`src/hw/rtl/ffa_pkg.sv`:
```
// Shared constants for the first-fit allocator: defaults, operation and status codes.
package ffa_pkg;

    localparam int MEM_CELLS_DEF   = 128;
    localparam int HANDLE_BITS_DEF = 16;

    localparam logic [7:0] MEM_SIZE_RST = 8'd128;

    localparam logic [1:0] KIND_ALLOC  = 2'd0;
    localparam logic [1:0] KIND_ERASE  = 2'd1;
    localparam logic [1:0] KIND_DEFRAG = 2'd2;

    localparam logic [2:0] STAT_ALLOC   = 3'd0;
    localparam logic [2:0] STAT_NOSPACE = 3'd1;
    localparam logic [2:0] STAT_ERASED  = 3'd2;
    localparam logic [2:0] STAT_ILLEGAL = 3'd3;
    localparam logic [2:0] STAT_DEFRAG  = 3'd4;

endpackage

```
`src/hw/rtl/first_fit_allocator_with_compaction.sv`:
```
// First-fit cell allocator with compaction: request decode, table walks and result register.
//
// Manages a store of MEM_CELLS cells (cfg mem_size caps the usable count) with two
// registered-read memories: a busy bit per cell and a block table indexed by start
// cell {valid, handle, length}. Requests are served one at a time; each table or cell
// step is a read state followed by an evaluate state. Alloc: a first-fit scan of the
// usable cells, then the reserved cells are marked busy. Erase: a table walk for the
// handle, then its cells are freed. Defragment: a table walk that moves each live block
// down and clears its old entry, then a pass rewriting the busy bits. Size 0, size
// beyond the usable cells or an exhausted handle counter answer no-space at once.
// After reset a clearing pass over all MEM_CELLS cells runs before the first request is
// taken; kind 3 is taken and dropped with no result. The result sits in an output
// register, so a new request is taken while the previous result waits.
module first_fit_allocator_with_compaction
    import ffa_pkg::*;
#(
    parameter int MEM_CELLS   = MEM_CELLS_DEF,
    parameter int HANDLE_BITS = HANDLE_BITS_DEF
) (
    input  logic                   aclk,
    input  logic                   aresetn,
    input  logic                   cfg_wr_en,
    input  logic [7:0]             cfg_wr_data,
    input  logic                   s_valid,
    output logic                   s_ready,
    input  logic [1:0]             s_kind,
    input  logic [7:0]             s_req_size,
    input  logic [HANDLE_BITS-1:0] s_req_handle,
    output logic                   m_valid,
    input  logic                   m_ready,
    output logic [2:0]             m_status,
    output logic [HANDLE_BITS-1:0] m_out_handle
);

    localparam int IW = (MEM_CELLS > 1) ? $clog2(MEM_CELLS) : 1;
    localparam int CW = $clog2(MEM_CELLS + 1);
    localparam int SW = (CW > 8) ? CW : 8;
    localparam int TW = 1 + HANDLE_BITS + CW;
    localparam logic [IW-1:0] LAST_IDX = IW'(MEM_CELLS - 1);
    localparam logic [SW-1:0] CELLS_MAX = SW'(MEM_CELLS);
    localparam logic [HANDLE_BITS-1:0] HANDLE_MAX = {HANDLE_BITS{1'b1}};

    localparam logic [2:0] S_CLR   = 3'd0;
    localparam logic [2:0] S_IDLE  = 3'd1;
    localparam logic [2:0] S_RD    = 3'd2;
    localparam logic [2:0] S_EV    = 3'd3;
    localparam logic [2:0] S_MARK  = 3'd4;
    localparam logic [2:0] S_DFINV = 3'd5;
    localparam logic [2:0] S_FILL  = 3'd6;
    localparam logic [2:0] S_DONE  = 3'd7;

    // storage
    logic          cell_mem [MEM_CELLS];
    logic [TW-1:0] tbl_mem  [MEM_CELLS];
    logic          cell_q;
    logic [TW-1:0] tbl_q;

    logic                   cw_en, cw_data;
    logic [IW-1:0]          cw_addr;
    logic                   tw_en;
    logic [IW-1:0]          tw_addr;
    logic [TW-1:0]          tw_data;

    logic [2:0]             state_reg, state_next;
    logic [7:0]             mem_size_reg;
    logic [1:0]             op_reg, op_next;
    logic [7:0]             size_reg, size_next;
    logic [HANDLE_BITS-1:0] hdl_reg, hdl_next;
    logic [HANDLE_BITS-1:0] last_handle_reg, last_handle_next;
    logic [IW-1:0]          idx_reg, idx_next;
    logic [CW-1:0]          run_reg, run_next;
    logic [CW-1:0]          head_reg, head_next;
    logic [CW-1:0]          rem_reg, rem_next;
    logic                   mark_val_reg, mark_val_next;
    logic [2:0]             res_status_reg, res_status_next;
    logic [HANDLE_BITS-1:0] res_handle_reg, res_handle_next;
    logic                   m_valid_reg, m_valid_next;
    logic [2:0]             m_status_reg, m_status_next;
    logic [HANDLE_BITS-1:0] m_handle_reg, m_handle_next;

    // table entry fields
    logic                   tq_valid;
    logic [HANDLE_BITS-1:0] tq_handle;
    logic [CW-1:0]          tq_len;
    assign tq_valid  = tbl_q[TW-1];
    assign tq_handle = tbl_q[CW +: HANDLE_BITS];
    assign tq_len    = tbl_q[CW-1:0];

    logic [SW-1:0] cells_w, size_w, idx_w, run_w;
    assign cells_w = (SW'(mem_size_reg) > CELLS_MAX) ? CELLS_MAX : SW'(mem_size_reg);
    assign size_w  = SW'(size_reg);
    assign idx_w   = SW'(idx_reg);
    assign run_w   = SW'(run_reg) + SW'(1);

    logic [SW-1:0] start_w;
    assign start_w = idx_w + SW'(1) - size_w;

    always_ff @(posedge aclk) begin
        if (cw_en) begin
            cell_mem[cw_addr] <= cw_data;
        end
        if (tw_en) begin
            tbl_mem[tw_addr] <= tw_data;
        end
        cell_q <= cell_mem[idx_reg];
        tbl_q  <= tbl_mem[idx_reg];
    end

    assign s_ready      = (state_reg == S_IDLE);
    assign m_valid      = m_valid_reg;
    assign m_status     = m_status_reg;
    assign m_out_handle = m_handle_reg;

    always_comb begin
        state_next       = state_reg;
        op_next          = op_reg;
        size_next        = size_reg;
        hdl_next         = hdl_reg;
        last_handle_next = last_handle_reg;
        idx_next         = idx_reg;
        run_next         = run_reg;
        head_next        = head_reg;
        rem_next         = rem_reg;
        mark_val_next    = mark_val_reg;
        res_status_next  = res_status_reg;
        res_handle_next  = res_handle_reg;
        m_valid_next     = m_valid_reg;
        m_status_next    = m_status_reg;
        m_handle_next    = m_handle_reg;
        cw_en   = 1'b0;
        cw_addr = idx_reg;
        cw_data = 1'b0;
        tw_en   = 1'b0;
        tw_addr = idx_reg;
        tw_data = '0;

        if (m_valid_reg && m_ready) begin
            m_valid_next = 1'b0;
        end

        unique case (state_reg)
            S_CLR: begin
                cw_en = 1'b1;
                tw_en = 1'b1;
                idx_next = idx_reg + IW'(1);
                if (idx_reg == LAST_IDX) begin
                    idx_next   = '0;
                    state_next = S_IDLE;
                end
            end
            S_IDLE: begin
                if (s_valid) begin
                    op_next         = s_kind;
                    size_next       = s_req_size;
                    hdl_next        = s_req_handle;
                    idx_next        = '0;
                    run_next        = '0;
                    head_next       = '0;
                    res_handle_next = '0;
                    unique case (s_kind) inside
                        KIND_ALLOC: begin
                            if (s_req_size == 8'd0 || SW'(s_req_size) > cells_w ||
                                last_handle_reg == HANDLE_MAX) begin
                                res_status_next = STAT_NOSPACE;
                                state_next      = S_DONE;
                            end else begin
                                state_next = S_RD;
                            end
                        end
                        KIND_ERASE, KIND_DEFRAG: state_next = S_RD;
                        default: state_next = S_IDLE;
                    endcase
                end
            end
            S_RD: begin
                state_next = S_EV;
            end
            S_EV: begin
                unique case (op_reg)
                    KIND_ALLOC: begin
                        run_next   = cell_q ? '0 : run_w[CW-1:0];
                        state_next = S_RD;
                        idx_next   = idx_reg + IW'(1);
                        if (!cell_q && run_w == size_w) begin
                            // found: record the block, then mark its cells
                            last_handle_next = last_handle_reg + HANDLE_BITS'(1);
                            tw_en   = 1'b1;
                            tw_addr = start_w[IW-1:0];
                            tw_data = {1'b1, last_handle_reg + HANDLE_BITS'(1),
                                       size_w[CW-1:0]};
                            idx_next        = start_w[IW-1:0];
                            rem_next        = size_w[CW-1:0];
                            mark_val_next   = 1'b1;
                            res_status_next = STAT_ALLOC;
                            res_handle_next = last_handle_reg + HANDLE_BITS'(1);
                            state_next      = S_MARK;
                        end else if (idx_w + SW'(1) >= cells_w) begin
                            res_status_next = STAT_NOSPACE;
                            state_next      = S_DONE;
                        end
                    end
                    KIND_ERASE: begin
                        state_next = S_RD;
                        idx_next   = idx_reg + IW'(1);
                        if (tq_valid && tq_handle == hdl_reg) begin
                            tw_en           = 1'b1;
                            tw_data         = '0;
                            rem_next        = tq_len;
                            mark_val_next   = 1'b0;
                            idx_next        = idx_reg;
                            res_status_next = STAT_ERASED;
                            state_next      = S_MARK;
                        end else if (idx_reg == LAST_IDX) begin
                            res_status_next = STAT_ILLEGAL;
                            state_next      = S_DONE;
                        end
                    end
                    default: begin
                        // compaction walk: move each live block down to head
                        state_next = S_RD;
                        idx_next   = idx_reg + IW'(1);
                        if (tq_valid) begin
                            head_next = head_reg + tq_len;
                            if (SW'(idx_reg) > SW'(head_reg)) begin
                                tw_en      = 1'b1;
                                tw_addr    = head_reg[IW-1:0];
                                tw_data    = tbl_q;
                                idx_next   = idx_reg;
                                state_next = S_DFINV;
                            end
                        end
                        if (state_next == S_RD && idx_reg == LAST_IDX) begin
                            idx_next   = '0;
                            state_next = S_FILL;
                        end
                    end
                endcase
            end
            S_MARK: begin
                cw_en    = 1'b1;
                cw_data  = mark_val_reg;
                idx_next = idx_reg + IW'(1);
                rem_next = rem_reg - CW'(1);
                if (rem_reg <= CW'(1)) begin
                    state_next = S_DONE;
                end
            end
            S_DFINV: begin
                tw_en    = 1'b1;
                tw_data  = '0;
                idx_next = idx_reg + IW'(1);
                state_next = S_RD;
                if (idx_reg == LAST_IDX) begin
                    idx_next   = '0;
                    state_next = S_FILL;
                end
            end
            S_FILL: begin
                cw_en    = 1'b1;
                cw_data  = (SW'(idx_reg) < SW'(head_reg));
                idx_next = idx_reg + IW'(1);
                if (idx_reg == LAST_IDX) begin
                    res_status_next = STAT_DEFRAG;
                    state_next      = S_DONE;
                end
            end
            S_DONE: begin
                if (!m_valid_reg || m_ready) begin
                    m_valid_next  = 1'b1;
                    m_status_next = res_status_reg;
                    m_handle_next = res_handle_reg;
                    state_next    = S_IDLE;
                end
            end
            default: state_next = S_IDLE;
        endcase
    end

    always_ff @(posedge aclk) begin
        if (!aresetn) begin
            state_reg       <= S_CLR;
            idx_reg         <= '0;
            mem_size_reg    <= MEM_SIZE_RST;
            last_handle_reg <= '0;
            m_valid_reg     <= 1'b0;
        end else begin
            state_reg       <= state_next;
            idx_reg         <= idx_next;
            last_handle_reg <= last_handle_next;
            m_valid_reg     <= m_valid_next;
            if (cfg_wr_en) begin
                mem_size_reg <= cfg_wr_data;
            end
        end
        op_reg         <= op_next;
        size_reg       <= size_next;
        hdl_reg        <= hdl_next;
        run_reg        <= run_next;
        head_reg       <= head_next;
        rem_reg        <= rem_next;
        mark_val_reg   <= mark_val_next;
        res_status_reg <= res_status_next;
        res_handle_reg <= res_handle_next;
        m_status_reg   <= m_status_next;
        m_handle_reg   <= m_handle_next;
    end

endmodule
```
`config.mk`:
```
export PLATFORM = sky130hd
export DESIGN_NAME = first_fit_allocator_with_compaction
export DESIGN_NICKNAME = d
export VERILOG_FILES = /design/src/hw/rtl/ffa_pkg.sv /design/src/hw/rtl/first_fit_allocator_with_compaction.sv
export SDC_FILE = /design/constraint.sdc
export NUM_CORES = 2
export LEC_CHECK = 0
export BUFFER_PORTS_ARGS = -buffer_cell sky130_fd_sc_hd__buf_2
export CORE_MARGIN = 4
export CORE_UTILIZATION = 35
export DETAILED_ROUTE_END_ITERATION = 8
export PLACE_DENSITY_LB_ADDON = 0.1
export SYNTH_ARGS = -nofsm -noshare
export SYNTH_HDL_FRONTEND = slang
export SYNTH_SLANG_ARGS = --single-unit
```
`constraint.sdc`:
```
create_clock -name aclk -period 13.37 [get_ports aclk]
set_input_delay 2.674 -clock aclk [delete_from_list [all_inputs] [get_ports aclk]]
set_output_delay 2.674 -clock aclk [all_outputs]
set_load 0.02 [all_outputs]
```
== After elaboration in Yosys (flattened, before gate mapping) ==
Memories as Yosys holds them, arrays and structs flattened. A register that Yosys moved wholly into a read port is not among the register bits.
Cells that the tools add are included.
W data, S select, Z words.

* Equal/unequal tests: 35
* $lt $le $gt $ge: 6
* Mux-type cells: 82
* Add/sub/neg operators: 7
* Reductions and logical operators: 34

{| class="wikitable"
|+ Operator list
! kind !! count
|-
| $mux W25 || 4
|-
| $mux W7 || 11
|-
| $mux W3 || 24
|-
| $mux W8 || 8
|-
| $pmux W8 S2 || 4
|-
| $pmux W25 S2 || 1
|-
| $mux W16 || 3
|-
| $pmux W16 S2 || 1
|-
| $pmux W7 S2 || 2
|-
| $pmux W7 S4 || 1
|-
| $pmux W3 S8 || 1
|-
| $ne A2 B2 Y1 const B || 11
|-
| $reduce_and A4 Y1 || 5
|-
| $pmux W3 S2 || 3
|-
| $add A16 B1 Y16 const B || 1
|-
| $eq A16 B16 Y1 || 1
|-
| $eq A16 B16 Y1 const B || 1
|-
| $mux W1 || 14
|-
| $eq A3 B3 Y1 const B || 4
|-
| $ne A3 B3 Y1 const B || 4
|-
| $eq A3 B2 Y1 const B || 3
|-
| $pmux W3 S3 || 1
|-
| $add A7 B1 Y8 const B || 1
|-
| $add A8 B1 Y8 const B || 1
|-
| 34 further kinds || 54
|}

* RAM bits: 3,328
* Memories: 2
* Input bits: 39
* Word-level logic and storage cells: 182
* Flip-flop bits (word level): 124

{| class="wikitable"
|+ Memories
! name !! words !! bits a word !! read ports !! clocked after memory_dff !! wr ports !! RTL line !! source
|-
| tbl_mem || 128 || 25 || 1 || 1 || 1 || first_fit_allocator_with_compaction.sv:54 || <nowiki>logic [TW-1:0] tbl_mem [MEM_CELLS];</nowiki>
|-
| cell_mem || 128 || 1 || 1 || 1 || 1 || first_fit_allocator_with_compaction.sv:53 || <nowiki>logic cell_mem [MEM_CELLS];</nowiki>
|}

== Longest topological paths before layout ==
* Depth after elaboration: 10
* Depth in mapped cells: 19

== Worst setup path after synthesis ==
OpenSTA, ideal clock, no wires.

* Path type: flip-flop to flip-flop
* From: register run_reg[2]
* To: memory tbl_mem[0][10] in the netlist's numbering, data pin
* Data required time: 12,173 ps
* Arrival: 7,499 ps
* Path slack: 4,675 ps
* Cell stages (with the launch flop): 9
* Buffers on the path: 2
* Library setup time: 1,197 ps
* Cell sequence: edfxtp_1 > and3_1 > buf_4 > xnor2_1 > or4_1 > nor4_1 > nand2_1 > clkbuf_1 > o21ai_0

* Longest elaborated chain between the ends: 6

{| class="wikitable"
|+ Ends and longest elaborated chain
! element !! RTL line !! source
|-
| start, declared || first_fit_allocator_with_compaction.sv:71 || <nowiki>logic [CW-1:0] run_reg, run_next;</nowiki>
|-
| start signal, assigned || first_fit_allocator_with_compaction.sv:298 || <nowiki>run_reg <= run_next;</nowiki>
|-
| $add A8 B1 Y8 || first_fit_allocator_with_compaction.sv:93 || <nowiki>assign run_w = SW'(run_reg) + SW'(1);</nowiki>
|-
| $eq A8 B8 Y1 || first_fit_allocator_with_compaction.sv:184 || <nowiki>if (!cell_q && run_w == size_w) begin</nowiki>
|-
| $logic_and A1 B1 Y1 || first_fit_allocator_with_compaction.sv:184 ||
|-
| $mux W25 || first_fit_allocator_with_compaction.sv:184 ||
|-
| $pmux W25 S2 || first_fit_allocator_with_compaction.sv:179 || <nowiki>unique case (op_reg)</nowiki>
|-
| $mux W25 || first_fit_allocator_with_compaction.sv:141 || <nowiki>unique case (state_reg)</nowiki>
|-
| net tw_data[10] || first_fit_allocator_with_compaction.sv:62 || <nowiki>logic [TW-1:0] tw_data;</nowiki>
|-
| end, declared || first_fit_allocator_with_compaction.sv:54 ||
|}

The timed path passes the listed nets, and every way through them passes these cells.

== Worst setup path after layout ==
* From: register run_reg[0]
* To: memory tbl_mem[106][17] in the netlist's numbering, enable pin

* Longest elaborated chain between the ends: 8
* Elaborated cells on any way between the ends: 11
* Classes of those cells: 1 x add/sub; 1 x eq/ne; 8 x mux; 1 x reduce/logical

{| class="wikitable"
|+ Ends and longest elaborated chain
! element !! RTL line !! source
|-
| $add A8 B1 Y8 (*) || first_fit_allocator_with_compaction.sv:93 ||
|-
| net run_w[1] || first_fit_allocator_with_compaction.sv:89 || <nowiki>logic [SW-1:0] cells_w, size_w, idx_w, run_w;</nowiki>
|-
| $eq A8 B8 Y1 (*) || first_fit_allocator_with_compaction.sv:184 ||
|-
| $logic_and A1 B1 Y1 (*) || first_fit_allocator_with_compaction.sv:184 ||
|-
| $mux W1 || first_fit_allocator_with_compaction.sv:184 ||
|-
| $pmux W1 S2 || first_fit_allocator_with_compaction.sv:179 ||
|-
| $pmux W1 S2 || first_fit_allocator_with_compaction.sv:141 ||
|-
| $mux W1 || first_fit_allocator_with_compaction.sv:102 || <nowiki>if (tw_en) begin</nowiki>
|-
| $mux W1 (implied by the code) || first_fit_allocator_with_compaction.sv:103 || <nowiki>tbl_mem[tw_addr] <= tw_data;</nowiki>
|}

The timed path passes the listed nets; every way through them passes the cells marked *.

==> flow_summary_export.csv <==
group,metric,value,unit
status,outcome,"complete, but fails checks",
status,violations,"max-capacitance violations, max-slew violations",
power_and_ir_drop,peakVddDrop,95.29,uV
timing,worst_hold_slack,422.2,ps
timing,fmax,160.8,MHz
worst_setup_path,start_kind,"register",
worst_setup_path,cp-end-kind,"register",
placement,portBuffers,59,
clocking,cts_buffer_depth,4,
yosys,ys_async_sr_fraction,0,%
placement,gp_congestion,0.8926,
timing,setup_viol,0,
timing,setup_tns,0,ps
floorplan,die-area,377700,um2
floorplan,fp.dieH,614.6,um
run,cap_violations,1,
routing,drtIter0Drc,9241,
clocking,cts.clk_slew.worst_paths,60,ps
floorplan,die_x,614.6,um
power_and_ir_drop,powerDensity,154.6,nW/um2
cells_and_area,mostFrequentLayoutCells,"3417 x edfxtp_1, 1102 x a22oi_1, 375 x clkbuf_16",
timing,hold_violations,0,
worst_setup_path,critPathMaxFanout,25,
clocking,cts_setup_buffers,0,
routing,wire_per_inst,37.00,um
yosys,ys_seq_area_share,80.62,%
clocking,htreeDepth,5,
global_route,grt_max_degree,129,
cells_and_area,reg_top3,"tbl_mem (3200), cell_mem (128), tbl_q (25)",
cells_and_area,largest_register_ffs,3200,
worst_setup_path,path_class,"reg -> reg",
floorplan,row_count,222,
yosys,yosys_warnings,0,
yosys,synth-main-ff-cell,"edfxtp_1",
clocking,clk-insertion-delay-late,970,ps
yosys,synth_cells,7251,
yosys,synth.top_cell.area_share,79.67,%
yosys,synth_fp_nets,7333,
timing,rsz0062_at_grt,"no",
routing,drcViolationCount,0,
floorplan,initial_core_util,35.18,%
clocking,cts_resized,0,
cells_and_area,drive_above_1_share,13.86,%
clocking,cts.sinks,3478,
timing,fin_skew,62.97,ps
cells_and_area,nNetsFinal,7548,
floorplan,pin_count,60,
cells_and_area,top_register,"tbl_mem",
yosys,avgSynthCellArea,17.76,um2
timing,setup_ws,7151,ps
global_route,grt.total_usage,23.81,%
yosys,syn_area,128800,um2
routing,wirelength,466.1,mm
global_route,first_global_vias,71780,
timing,period_minus_slack,6219,ps
placement,place_ws,7241,ps
yosys,synthTopCellsByArea,"edfxtp_1 80%, a22oi_1 6.4%, a22o_1 2.0%",
worst_setup_path,cp.arrival,6770,ps
clocking,cts_hold_buf,0,
yosys,synth.distinct_cells,85,
routing,drt-vias-per-instance,5.948,
clocking,cts_root_buf,"clkbuf_16",
yosys,ys_ff_latch,3478,
global_route,antenna_found_initial,41,
routing,drt.antenna.violating_nets,0,
timing,period_share,46.51,%
timing,finalMaxSlewViolations,2,
floorplan,coreArea,366100,um2
cells_and_area,final_common_cell,"edfxtp_1",
yosys,synth_edf_count,3417,
power_and_ir_drop,power_leakage,0.04422,uW
global_route,grt_overflow,0,
cells_and_area,syn2layout_area_growth,15.27,%
yosys,yosys.area.top_type,"edfxtp_1",
worst_setup_path,crit_required,13920,ps
global_route,grt_pass1_wl,631.8,mm
placement,dp_hpwl,272.9,mm
timing,max_slew_margin,-1.505,%
routing,detailroute.via_count,74930,
min_path,holdCritPathClass,"reg -> reg",
routing,firstDrtPassIters,6,
clocking,cts_made_buffers,369,
clocking,cts_tree,"yes",
timing,tightest_slew,1516,ps
[per-stage QoR]
stage	utilization (%)	std cells	total power, uW	area, um2
2_1_floorplan	-	7251	12620	128800
3_3_place_gp	37.33	11910	13160	136700
3_5_place_dp	37.35	11910	13160	136700
4_1_cts	40.53	12580	23130	148400
5_1_grt	40.54	12580	23620	148400
6_report	40.55	12600	22960	148500
[report_power, final]
part           switching (uW)  internal, uW  leakage (uW)
sequential               51.4         11800        0.0309
clock                    4290          5740       0.00568
combinational             744           296       0.00761
total                    5080         17900        0.0442
[layer usage]
metal | global-route usage [%] | part of all wire (%)
met1 | 33.86 | 43
met4 | 7.594 | 3.5
met3 | 3.808 | 6.9
met5 | 0 | 0.013
met2 | 37.47 | 46
[cell usage after synthesis (13+ instances only)]
master,count
nor4_1,45
inv_1,35
a221oi_1,290
nand3_1,60
a41oi_1,59
a22oi_1,1102
ha_1,41
a31oi_1,184
nor2_2,15
clkbuf_1,315
xor2_1,31
a21boi_0,13
nor3_1,38
nor2_1,314
nand2_1,144
a22o_1,292
o21ai_0,70
nor2b_1,25
buf_1,160
edfxtp_1,3417
o211ai_1,50
nand4_1,171
buf_2,15
xnor2_1,41
or4_1,27
dfxtp_1,61
mux2i_1,16
a21oi_1,49
[logic make-up (layout without fill, tap and decap cells)]
logic type               Yosys count  in the layout  share of synthesized area, %
buffers and inverters            530           1041                         1.574
multiplexers                      21             21                        0.1943
flip-flops                      3478           3478                         80.62
XOR/XNOR                          73             73                        0.5081
AO/OA/AOI/OAI                   2203           2203                         13.15
other                              0             19                             0
adder cells (fa/ha/maj)           43             43                        0.4294
AND/OR/NAND/NOR                  903            903                         3.520
[worst paths after layout]
kind,start,end,slack [ps],depth (start not counted)
worst max-delay path,run_reg[0],tbl_mem[106][17],7150,10
worst min-delay path,res_handle_reg[7],m_out_handle[7],420,0
worst max register to register,run_reg[0],tbl_mem[106][17],7150,10
worst min register to register,res_handle_reg[7],m_out_handle[7],420,0
[layout make-up]
| cell class | count | area, um2 |
|---|---|---|
| repair buffers | 338 | 2591 |
| multi-input cells | 3243 | 24160 |
| flip-flops and latches | 3478 | 103800 |
| inverters | 36 | 135.1 |
| clock inverters | 194 | 1782 |
| diodes | 19 | 47.55 |
| fillers | 32890 | 217600 |
| well taps | 4816 | 6026 |
| clock buffers | 473 | 9872 |
[critical path, cell delays in order (launching register included)]
cell      delay (ps)
edfxtp_1         440
ha_1             350
xor2_1           180
nor3_1           190
o311ai_1         290
nor4_4           660
nand2_1          290
o221ai_1         680
nand3_2         1170
buf_4            680
nor2_4           830
Note: power is estimated with default switching activity, not from simulation.
